**src/hdl/rtpvp_pkg.sv**
```systemverilog
// shared types and constants for the rtp video packetizer
// no dependencies
package rtpvp_pkg;

  localparam int FRAME_LEN_BITS = 20;
  localparam int HDR_LEN        = 13;
  localparam int HDR_IDX_BITS   = $clog2(HDR_LEN + 1);
  localparam int QUEUE_DEPTH    = 4;
  localparam int QUEUE_PTR_BITS = $clog2(QUEUE_DEPTH);
  localparam int QUEUE_CNT_BITS = $clog2(QUEUE_DEPTH + 1);

  localparam logic [1:0] REG_SOURCE_ID    = 2'd0;
  localparam logic [1:0] REG_MAX_PAYLOAD  = 2'd1;
  localparam logic [1:0] REG_TS_STEP      = 2'd2;
  localparam logic [1:0] REG_PAYLOAD_KIND = 2'd3;

  localparam logic [31:0] SOURCE_ID_RESET    = 32'd0;
  localparam logic [10:0] MAX_PAYLOAD_RESET  = 11'd1200;
  localparam logic [15:0] TS_STEP_RESET      = 16'd3000;
  localparam logic [6:0]  PAYLOAD_KIND_RESET = 7'd96;

  localparam logic [7:0] RTP_VERSION_BYTE = 8'h80;
  localparam logic [7:0] DESC_FIRST       = 8'h10;
  localparam logic [7:0] DESC_OTHER       = 8'h00;

  // one accepted frame byte and, if it opens a packet, its header fields
  typedef struct packed {
    logic [7:0]  data;
    logic        has_hdr;
    logic        marker;
    logic        first;
    logic        pkt_end;
    logic [15:0] seq;
    logic [31:0] ts;
  } entry_t;

  typedef struct packed {
    logic [31:0] source_id;
    logic [6:0]  payload_kind;
  } hdr_cfg_t;

endpackage

```
**src/hdl/rtpvp_front.sv**
```systemverilog
// front end: accepts frame bytes, tracks frame and packet counts, classifies
// each byte and snapshots header fields; depends on rtpvp_pkg
module rtpvp_front (
  input  logic                                 clk,
  input  logic                                 rst,
  input  logic                                 in_valid,
  output logic                                 in_ready,
  input  logic [7:0]                           payload_byte,
  input  logic [rtpvp_pkg::FRAME_LEN_BITS-1:0] frame_length,
  input  logic [10:0]                          max_payload,
  input  logic [15:0]                          ts_step,
  input  logic                                 q_full,
  output logic                                 push,
  output rtpvp_pkg::entry_t                    push_entry
);
  import rtpvp_pkg::*;

  logic [15:0]               seq;
  logic [31:0]               ts;
  logic [FRAME_LEN_BITS-1:0] left_frame;
  logic [10:0]               left_pkt;
  logic                      first;

  logic                      accept;
  logic                      frame_open;
  logic                      drop;
  logic [FRAME_LEN_BITS-1:0] frame_cur;
  logic [10:0]               pkt_cur;
  logic                      first_cur;
  logic                      has_hdr;
  logic [10:0]               mp;
  logic [FRAME_LEN_BITS-1:0] mp_ext;
  logic                      mp_smaller;
  logic [10:0]               chunk;
  logic [10:0]               pkt_after;
  logic [FRAME_LEN_BITS-1:0] frame_after;

  assign in_ready = !q_full;
  assign accept   = in_valid && in_ready;

  always_comb begin
    frame_open = (left_frame == '0);
    drop       = frame_open && (frame_length == '0);
    frame_cur  = frame_open ? frame_length : left_frame;
    pkt_cur    = frame_open ? 11'd0 : left_pkt;
    first_cur  = frame_open ? 1'b1 : first;
    has_hdr    = (pkt_cur == 11'd0);
    // zero max_payload behaves as one
    mp         = (max_payload == 11'd0) ? 11'd1 : max_payload;
    mp_ext     = FRAME_LEN_BITS'(mp);
    mp_smaller = (mp_ext < frame_cur);
    chunk      = mp_smaller ? mp : frame_cur[10:0];
    pkt_after  = (has_hdr ? chunk : pkt_cur) - 11'd1;
    frame_after = frame_cur - FRAME_LEN_BITS'(1);
  end

  assign push = accept && !drop;

  always_comb begin
    push_entry.data    = payload_byte;
    push_entry.has_hdr = has_hdr;
    push_entry.marker  = !mp_smaller;
    push_entry.first   = first_cur;
    push_entry.pkt_end = (pkt_after == 11'd0);
    push_entry.seq     = seq;
    push_entry.ts      = ts;
  end

  always_ff @(posedge clk) begin
    if (rst) begin
      seq        <= '0;
      ts         <= '0;
      left_frame <= '0;
      left_pkt   <= '0;
      first      <= 1'b1;
    end else if (push) begin
      if (has_hdr) begin
        seq <= seq + 16'd1;
      end
      left_frame <= frame_after;
      if (frame_after == '0) begin
        ts       <= ts + 32'(ts_step);
        left_pkt <= '0;
        first    <= 1'b1;
      end else begin
        left_pkt <= pkt_after;
        first    <= has_hdr ? 1'b0 : first_cur;
      end
    end
  end

endmodule

```
**src/hdl/rtpvp_queue.sv**
```systemverilog
// short fifo of classified bytes between front and back ends
// depends on rtpvp_pkg
module rtpvp_queue (
  input  logic              clk,
  input  logic              rst,
  input  logic              push,
  input  rtpvp_pkg::entry_t push_entry,
  output logic              full,
  input  logic              pop,
  output logic              head_valid,
  output rtpvp_pkg::entry_t head
);
  import rtpvp_pkg::*;

  entry_t                    slots [QUEUE_DEPTH];
  logic [QUEUE_PTR_BITS-1:0] wptr;
  logic [QUEUE_PTR_BITS-1:0] rptr;
  logic [QUEUE_CNT_BITS-1:0] count;

  assign full       = (count == QUEUE_CNT_BITS'(QUEUE_DEPTH));
  assign head_valid = (count != '0);
  assign head       = slots[rptr];

  always_ff @(posedge clk) begin
    if (push) begin
      slots[wptr] <= push_entry;
    end
  end

  always_ff @(posedge clk) begin
    if (rst) begin
      wptr  <= '0;
      rptr  <= '0;
      count <= '0;
    end else begin
      if (push) begin
        wptr <= wptr + QUEUE_PTR_BITS'(1);
      end
      if (pop) begin
        rptr <= rptr + QUEUE_PTR_BITS'(1);
      end
      case ({push, pop})
        2'b10:   count <= count + QUEUE_CNT_BITS'(1);
        2'b01:   count <= count - QUEUE_CNT_BITS'(1);
        default: count <= count;
      endcase
    end
  end

endmodule

```
**src/hdl/rtpvp_back.sv**
```systemverilog
// back end: expands queued bytes into header and payload results through
// an output register; depends on rtpvp_pkg
module rtpvp_back (
  input  logic                clk,
  input  logic                rst,
  input  logic                head_valid,
  input  rtpvp_pkg::entry_t   head,
  input  rtpvp_pkg::hdr_cfg_t hdr_cfg,
  output logic                pop,
  output logic                out_valid,
  input  logic                out_ready,
  output logic [7:0]          out_byte,
  output logic                packet_start,
  output logic                packet_end,
  output logic                run_last
);
  import rtpvp_pkg::*;

  logic [HDR_IDX_BITS-1:0] idx;
  logic                    load;
  logic                    emit;
  logic                    hdr_phase;
  logic [7:0]              hdr_bytes [HDR_LEN];

  assign load      = !out_valid || out_ready;
  assign emit      = head_valid && load;
  assign hdr_phase = head.has_hdr && (idx != HDR_IDX_BITS'(HDR_LEN));
  assign pop       = emit && !hdr_phase;

  always_comb begin
    hdr_bytes[0]  = RTP_VERSION_BYTE;
    hdr_bytes[1]  = {head.marker, hdr_cfg.payload_kind};
    hdr_bytes[2]  = head.seq[15:8];
    hdr_bytes[3]  = head.seq[7:0];
    hdr_bytes[4]  = head.ts[31:24];
    hdr_bytes[5]  = head.ts[23:16];
    hdr_bytes[6]  = head.ts[15:8];
    hdr_bytes[7]  = head.ts[7:0];
    hdr_bytes[8]  = hdr_cfg.source_id[31:24];
    hdr_bytes[9]  = hdr_cfg.source_id[23:16];
    hdr_bytes[10] = hdr_cfg.source_id[15:8];
    hdr_bytes[11] = hdr_cfg.source_id[7:0];
    hdr_bytes[12] = head.first ? DESC_FIRST : DESC_OTHER;
  end

  always_ff @(posedge clk) begin
    if (rst) begin
      out_valid <= 1'b0;
      idx       <= '0;
    end else begin
      if (emit) begin
        out_valid <= 1'b1;
        idx       <= hdr_phase ? idx + HDR_IDX_BITS'(1) : '0;
      end else if (out_ready) begin
        out_valid <= 1'b0;
      end
    end
  end

  always_ff @(posedge clk) begin
    if (emit) begin
      out_byte     <= hdr_phase ? hdr_bytes[idx] : head.data;
      packet_start <= hdr_phase && (idx == '0);
      packet_end   <= !hdr_phase && head.pkt_end;
      run_last     <= !hdr_phase;
    end
  end

  // a header is always followed by its payload byte
  a_start_not_last: assert property (@(posedge clk) disable iff (rst)
    out_valid && packet_start |-> !run_last)
    else $error("packet start flagged on a last result");

  a_idx_range: assert property (@(posedge clk) disable iff (rst)
    idx <= HDR_IDX_BITS'(HDR_LEN))
    else $error("header index out of range");

  a_idx_needs_hdr: assert property (@(posedge clk) disable iff (rst)
    head_valid && (idx != '0) |-> head.has_hdr)
    else $error("header index running on a payload-only entry");

  a_pop_resets_idx: assert property (@(posedge clk) disable iff (rst)
    pop |=> (idx == '0))
    else $error("header index not cleared after pop");

endmodule

```
**src/hdl/rtp_video_packetizer.sv**
```systemverilog
// top level of the rtp video packetizer: configuration registers, front end,
// queue and back end; depends on rtpvp_pkg, rtpvp_front, rtpvp_queue, rtpvp_back
//
//   channel  handshake               payload
//   in       in_valid / in_ready     payload_byte, frame_length
//   out      out_valid / out_ready   out_byte, packet_start, packet_end, run_last
//   cfg      cfg_valid / cfg_ready   cfg_index, cfg_data
//
// the back end sends one result per cycle while out_ready is high, so a
// packet-opening byte occupies it for its header and its own payload byte, and
// the four-entry queue then fills and holds off input. sustained rate, while
// out_ready is high, is one byte per cycle inside a packet plus each packet header.
// synchronous reset clears counters, queue and output valid; registers take defaults.
// cfg_ready is always high.
module rtp_video_packetizer (
  input  logic                                 clk,
  input  logic                                 rst,
  input  logic                                 in_valid,
  output logic                                 in_ready,
  input  logic [7:0]                           payload_byte,
  input  logic [rtpvp_pkg::FRAME_LEN_BITS-1:0] frame_length,
  output logic                                 out_valid,
  input  logic                                 out_ready,
  output logic [7:0]                           out_byte,
  output logic                                 packet_start,
  output logic                                 packet_end,
  output logic                                 run_last,
  input  logic                                 cfg_valid,
  output logic                                 cfg_ready,
  input  logic [1:0]                           cfg_index,
  input  logic [31:0]                          cfg_data
);
  import rtpvp_pkg::*;

  logic [31:0] source_id;
  logic [10:0] max_payload;
  logic [15:0] ts_step;
  logic [6:0]  payload_kind;

  logic        q_full;
  logic        push;
  entry_t      push_entry;
  logic        pop;
  logic        head_valid;
  entry_t      head;
  hdr_cfg_t    hdr_cfg;

  assign cfg_ready = 1'b1;

  always_ff @(posedge clk) begin
    if (rst) begin
      source_id    <= SOURCE_ID_RESET;
      max_payload  <= MAX_PAYLOAD_RESET;
      ts_step      <= TS_STEP_RESET;
      payload_kind <= PAYLOAD_KIND_RESET;
    end else if (cfg_valid && cfg_ready) begin
      case (cfg_index)
        REG_SOURCE_ID:    source_id    <= cfg_data;
        REG_MAX_PAYLOAD:  max_payload  <= cfg_data[10:0];
        REG_TS_STEP:      ts_step      <= cfg_data[15:0];
        REG_PAYLOAD_KIND: payload_kind <= cfg_data[6:0];
        default:          source_id    <= source_id;
      endcase
    end
  end

  assign hdr_cfg.source_id    = source_id;
  assign hdr_cfg.payload_kind = payload_kind;

  rtpvp_front u_front (
    .clk          (clk),
    .rst          (rst),
    .in_valid     (in_valid),
    .in_ready     (in_ready),
    .payload_byte (payload_byte),
    .frame_length (frame_length),
    .max_payload  (max_payload),
    .ts_step      (ts_step),
    .q_full       (q_full),
    .push         (push),
    .push_entry   (push_entry)
  );

  rtpvp_queue u_queue (
    .clk        (clk),
    .rst        (rst),
    .push       (push),
    .push_entry (push_entry),
    .full       (q_full),
    .pop        (pop),
    .head_valid (head_valid),
    .head       (head)
  );

  rtpvp_back u_back (
    .clk          (clk),
    .rst          (rst),
    .head_valid   (head_valid),
    .head         (head),
    .hdr_cfg      (hdr_cfg),
    .pop          (pop),
    .out_valid    (out_valid),
    .out_ready    (out_ready),
    .out_byte     (out_byte),
    .packet_start (packet_start),
    .packet_end   (packet_end),
    .run_last     (run_last)
  );

endmodule
```
**config.mk**
```make
export PLATFORM = sky130hd
export DESIGN_NAME = rtp_video_packetizer
export DESIGN_NICKNAME = d
export VERILOG_FILES = /design/src/hdl/rtpvp_pkg.sv /design/src/hdl/rtpvp_front.sv /design/src/hdl/rtpvp_queue.sv /design/src/hdl/rtpvp_back.sv /design/src/hdl/rtp_video_packetizer.sv
export SDC_FILE = /design/constraint.sdc
export NUM_CORES = 1
export LEC_CHECK = 0
export BUFFER_PORTS_ARGS = -buffer_cell sky130_fd_sc_hd__buf_2
export CORE_MARGIN = 2
export CORE_UTILIZATION = 50
export CTS_CLUSTER_SIZE = 25
export DETAILED_ROUTE_END_ITERATION = 8
export PLACE_DENSITY = 0.67
export REMOVE_ABC_BUFFERS = 1
export SLEW_MARGIN = 40
export SYNTH_ARGS = -nofsm -noshare
export SYNTH_HDL_FRONTEND = slang
export SYNTH_SLANG_ARGS = --single-unit
export TNS_END_PERCENT = 1
```
**constraint.sdc**
```tcl
create_clock -name clk -period 12 [get_ports clk]
set_clock_uncertainty 0.15 [all_clocks]
set_input_delay 0 -clock clk [delete_from_list [all_inputs] [get_ports clk]]
set_output_delay 0 -clock clk [all_outputs]
set_load 0.05 [all_outputs]
```
## Word-level counts from Yosys, hierarchy flattened

Memories as Yosys holds them, arrays and structs flattened. A register that Yosys moved wholly into a read port is not among the register bits.
Cells that the tools add are included.

| operators by class | value |
|---|---|
| $add $sub $neg | 9 |
| magnitude comparators | 2 |
| eq/ne operators | 7 |
| mux-type cells | 22 |
| bitwise logic cells | 1 |
| reductions and logical operators | 31 |

Operators by type and width:

| kind | number |
|---|---|
| 20-bit logical NOT | 3 |
| 11-bit 2-to-1 mux | 5 |
| 11-bit logical NOT | 3 |
| 32-bit by 16-bit adder with 32-bit output | 1 |
| 8-bit binary-select mux with 4-bit select | 1 |
| 8-bit 2-to-1 mux | 3 |
| 11-bit by 20-bit less-than comparator with 1-bit output | 1 |
| 20-bit 2-to-1 mux | 1 |
| 20-bit by 1-bit subtractor with 20-bit output, second input constant | 1 |
| 16-bit by 1-bit adder with 16-bit output, second input constant | 1 |
| 2-bit AND reduction | 6 |
| 11-bit by 1-bit subtractor with 11-bit output, second input constant | 1 |
| 1-bit logical AND | 8 |
| 1-bit 2-to-1 mux | 7 |
| 2-bit == test, second input constant | 3 |
| 3-bit one-hot mux with 2 select lines | 1 |
| 5-bit greater-or-equal comparator, second input constant | 1 |
| 1-bit logical NOT | 5 |
| 5-bit 2-to-1 mux | 1 |
| 4-bit inverter with 5-bit output | 1 |
| 2-bit by 1-bit adder with 2-bit output, second input constant | 2 |
| 4-bit by 1-bit adder with 4-bit output, second input constant | 1 |
| 2-bit by 1-bit == test with 1-bit output, second input constant | 2 |
| 4-bit logical NOT | 1 |
| 10 further kinds | 12 |

| word-level totals | value |
|---|---|
| register bits | 169 |
| RAM bits | 240 |
| input bits | 67 |
| output and inout bits | 14 |
| logic and storage cells | 91 |
| memories kept | 1 |

Memory list:

| name | words | width | read ports | clocked after memory_dff | write ports | RTL line | text |
|---|---|---|---|---|---|---|---|
| u_queue.slots | 4 | 60 | 1 | 1 | 1 | rtpvp_queue.sv:15 | `entry_t slots [QUEUE_DEPTH];` |

## Logic depth before layout (Yosys ltp)

| logic depth | value |
|---|---|
| depth after elaboration | 7 |
| depth in mapped cells | 22 |
| depth with buffers taken out | 19 |

## Modules after synthesis

From an unflattened synthesis, not the netlist that was laid out.

| second synthesis, totals | value |
|---|---|
| cell total of the unflattened synthesis | 1563 |
| area total of the unflattened synthesis | 19543.7 um^2 |

By module, submodules not included:

| module | times used | cells each | area an instance (um^2) | sequential area each (um^2) |
|---|---|---|---|---|
| rtpvp_queue | 1 | 357 | 9150.0 | 7387.1 |
| rtpvp_front | 1 | 815 | 6069.6 | 1601.5 |
| rtp_video_packetizer | 1 | 264 | 2817.7 | 1321.3 |
| rtpvp_back | 1 | 127 | 1506.4 | 430.4 |

## Worst setup path after synthesis

OpenSTA, ideal clock, no wires.

| timing path | value |
|---|---|
| kind | register -> register |
| from | reg u_front.left_frame[14] |
| to | mem u_queue.slots[0][48] (netlist bit) (data pin) |
| library setup time | 250 ps |
| data arrival time | 5282 ps |
| data required time | 11600 ps |
| path slack | 6318 ps |
| stages on the path, launching flop included | 22 |
| buffers on the path | 3 |
| clock period less this slack | 5682 ps |
| cells stage by stage | dfxtp_1 nor4_1 nand2_1 nor2_2 buf_4 buf_2 buf_1 a21oi_1 ha_1 o21ai_0 a21oi_1 nor3b_1 a311o_1 nor2_1 a211oi_1 ha_1 nand3_1 a311oi_1 nand2_1 nor4b_1 xnor2_1 nor4b_1 |

RTL lines:

| item | RTL line | text |
|---|---|---|
| from (decl) | rtpvp_front.sv:20 | `logic [FRAME_LEN_BITS-1:0] left_frame;` |
| from (signal assigned) | rtpvp_front.sv:80 | `left_frame <= frame_after;` |
| to (decl) | rtpvp_queue.sv:15 |  |

==> results.json <==
{
  "die_width_um": 198,
  "layoutNonFillerInstCount": 2280,
  "synthFlopType": "edfxtp_1",
  "syn-instance-count": 1587,
  "min_period_ps": 6740,
  "sw_frac_of_total_pct": 35.7,
  "rows": 71,
  "critPathRequiredTime_ps": 12150,
  "status": "finished, final reports clean",
  "ys_warn_count": 0,
  "synth_edf_count": 251,
  "port-buffer-count": 79,
  "drc": 0,
  "cts_setup_buffers": 0,
  "worstRegToRegCells": 19,
  "rsz0062_at_grt": "false",
  "wirelength_um": 48100,
  "power.net_switching_uw": 1770,
  "dp_cells": 2104,
  "ys_types": 83,
  "globalRouteTotalUtil_pct": 24.9,
  "timing.slew.headroom_pct": 46.2,
  "diodes": 0,
  "htree_levels": 2,
  "hold_viol_final": 0,
  "start_util_pct": 50.5,
  "crit_slowest_cell": "nor2_2",
  "io_pins": 81,
  "p_int_uw": 3180,
  "layout_common_cells": "251 x edfxtp_1, 201 x nand2_1, 158 x dfxtp_1",
  "place_congestion": 0.887,
  "seq_area_frac_synth_pct": 56.8,
  "path_cells": "nor4_1, nand4_1, nor2_2, a21o_1, inv_1, ha_1, a21o_1, a31oi_1, nor3b_1, a311o_1, nor2_1, a211oi_1, ha_1, nand3_1, a311oi_1, nand2_1, nor4b_1, xnor2_1, nor4b_1",
  "core_sq_um": 37400,
  "async_flop_share_pct": 0,
  "final_common_cell": "edfxtp_1",
  "p_per_area_nw_per_um2": 223,
  "tightest_slew_ps": 808,
  "syn-cell-area_sq_um": 18900,
  "slew_violations": 0,
  "cts.sinks": 411,
  "grt_max_degree": 98,
  "cp-start-kind": "flop",
  "dieArea_sq_um": 39400,
  "cts_tree": "yes",
  "ctsHoldBuffers": 94,
  "wl_per_cell_um": 21.1,
  "vias": 13400,
  "viasPerCell": 5.89,
  "setup_ws_ps": 5260,
  "design_area_sq_um": 22200,
  "seq_power_share_pct": 36.8,
  "die_h_um": 198,
  "grt_pass1_wl_um": 74300,
  "path_max_fanout": 16,
  "dr.pass1.iters": 5,
  "ant_nets": 0,
  "critPathMaxStageDelay_ps": 620,
  "ys_ff_latch": 411,
  "holdPathStages": 2,
  "p_leak_uw": 0.00760,
  "insertion_delay_ps": 580,
  "min_path_type": "in -> reg",
  "post-route-period-util_pct": 56.2,
  "cp-end-kind": "flop",
  "path_class": "reg -> reg",
  "fmax_mhz": 148,
  "area_growth_pct": 17.4,
  "placed_area_sq_um": 19800,
  "arrival_ps": 6890,
  "finalSetupViolations": 0,
  "drive_gt1_share_pct": 17.1,
  "comb_power_share_pct": 35.4,
  "clockPowerShare_pct": 27.8,
  "finalSetupTns_ps": 0,
  "finalHoldWorstSlack_ps": 36.6,
  "cts_resized": 0,
  "cts_made_buffers": 44,
  "max_cap_viol_count": 0,
  "place_ws_ps": 5400,
  "grt-ovfl-total": 0,
  "antenna_found_initial": 1,
  "drt_iter0_markers": 1072,
  "grt_pass1_vias": 13000,
  "clock_path_buffers": 3,
  "vdd_ir_drop_max_uv": 146,
  "avgSynthCellArea_sq_um": 11.9,
  "final_nets": 1841,
  "path_clk_slew_ps": 60,
  "cts-root-buf": "clkbuf_16",
  "dp_hpwl_um": 30900
}
[path summary, 6_finish.rpt]
kind	end	slack (ps)	from
max	u_queue.slots[3][48]	5260	u_front.left_frame[0]
max reg2reg	u_queue.slots[3][48]	5260	u_front.left_frame[0]
min reg2reg	source_id[5]	310	source_id[5]
min	u_queue.slots[3][59]	40	payload_byte[7]
[area by class of cell]
class	count	area, sq um
clock inverters	27	280
well taps	511	639
multi-input cells	1046	7650
inverters	37	139
flip-flops and latches	411	10700
repair buffers	193	1520
clock buffers	55	1210
fillers	2968	15200
[synth_stat cells, types with 8 or more instances]
library cell  count  area (sq um)
edfxtp_1        251          7540
xor2_1           20           175
mux2_2           21           236
or4_1             9          67.6
o21ai_0          33           165
nand3b_1         21           158
xnor2_1          28           245
inv_1            37           139
nand2_1         201           754
a21oi_1         114           571
nor3_1           33           165
ha_1             39           488
and2_1           12          75.1
nand4_1          16           100
nor4_1           21           131
and3_1            9          56.3
buf_1             9          33.8
a211oi_1         12          90.1
nor2b_1          16           100
dfxtp_1         160          3200
nand3_1          42           210
or3_1            18           113
a31oi_1          13          81.3
nor3b_1          11          82.6
mux2i_1          18           180
clkbuf_1         74           278
nor2_1          124           465
o31ai_1           8          60.1
mux4_2           76          1710
[routing by layer]
metal | up-vias | track usage (%) | share of wire, %
li1 | 6249 | - | -
met1 | 6582 | 35.2 | 44
met2 | 510 | 40.0 | 46
met3 | 79 | 3.71 | 7.1
met4 | 0 | 7.52 | 2.5
met5 | - | 0 | 0
[power by group through the flow]
stage	logic [uW]	clock network [uW]	registers (uW)
after floorplan	1110	0	1930
after global placement	1690	0	1840
after detailed placement	1700	0	1850
after CTS	1750	1400	1820
after global routing	1910	1460	1840
final	1750	1380	1820
[metrics by stage]
step | utilization (%) | total power, uW
floorplan | - | 3040
global placement | 52.7 | 3530
detailed placement | 52.8 | 3550
CTS | 59.3 | 4970
global route | 59.3 | 5210
finish | 59.3 | 4960
[state kept, by name, indices dropped and copies added, names as in the netlist, 2 cells and up, named ones only]
signal / flops
u_queue.slots: 240
u_front.left_pkt: 11
u_front.left_frame: 20
source_id: 32
payload_kind: 7
u_front.seq: 16
u_queue.wptr: 2
u_queue.count: 3
ts_step: 16
u_back.out_byte: 8
u_front.ts: 32
u_back.idx: 4
u_queue.rptr: 2
max_payload: 11
[critical path: cells and delay by family, from the launching register on]
family          cells  cell delay, ps
simple gates        9            3330
compound gates      6            1760
fa+ha+maj           2             600
flops               1             360
xor+xnor            1             170
buf+inv             1              70
[logic make-up (layout without fill, tap and decap cells)]
logic type                 Yosys count  in the layout  synth area share, %
xor gates and xnor gates            48             48                 2.22
adders and majority gates           41             41                 2.79
other                                1              1               0.0198
DFF                                411            411                 56.8
AOI/OAI and AO/OA                  269            269                 9.14
buffers and inverters              130            312                 2.75
and+or+nand+nor                    571            571                 14.9
muxes                              116            116                 11.3
(Power assumes the default switching activity.)
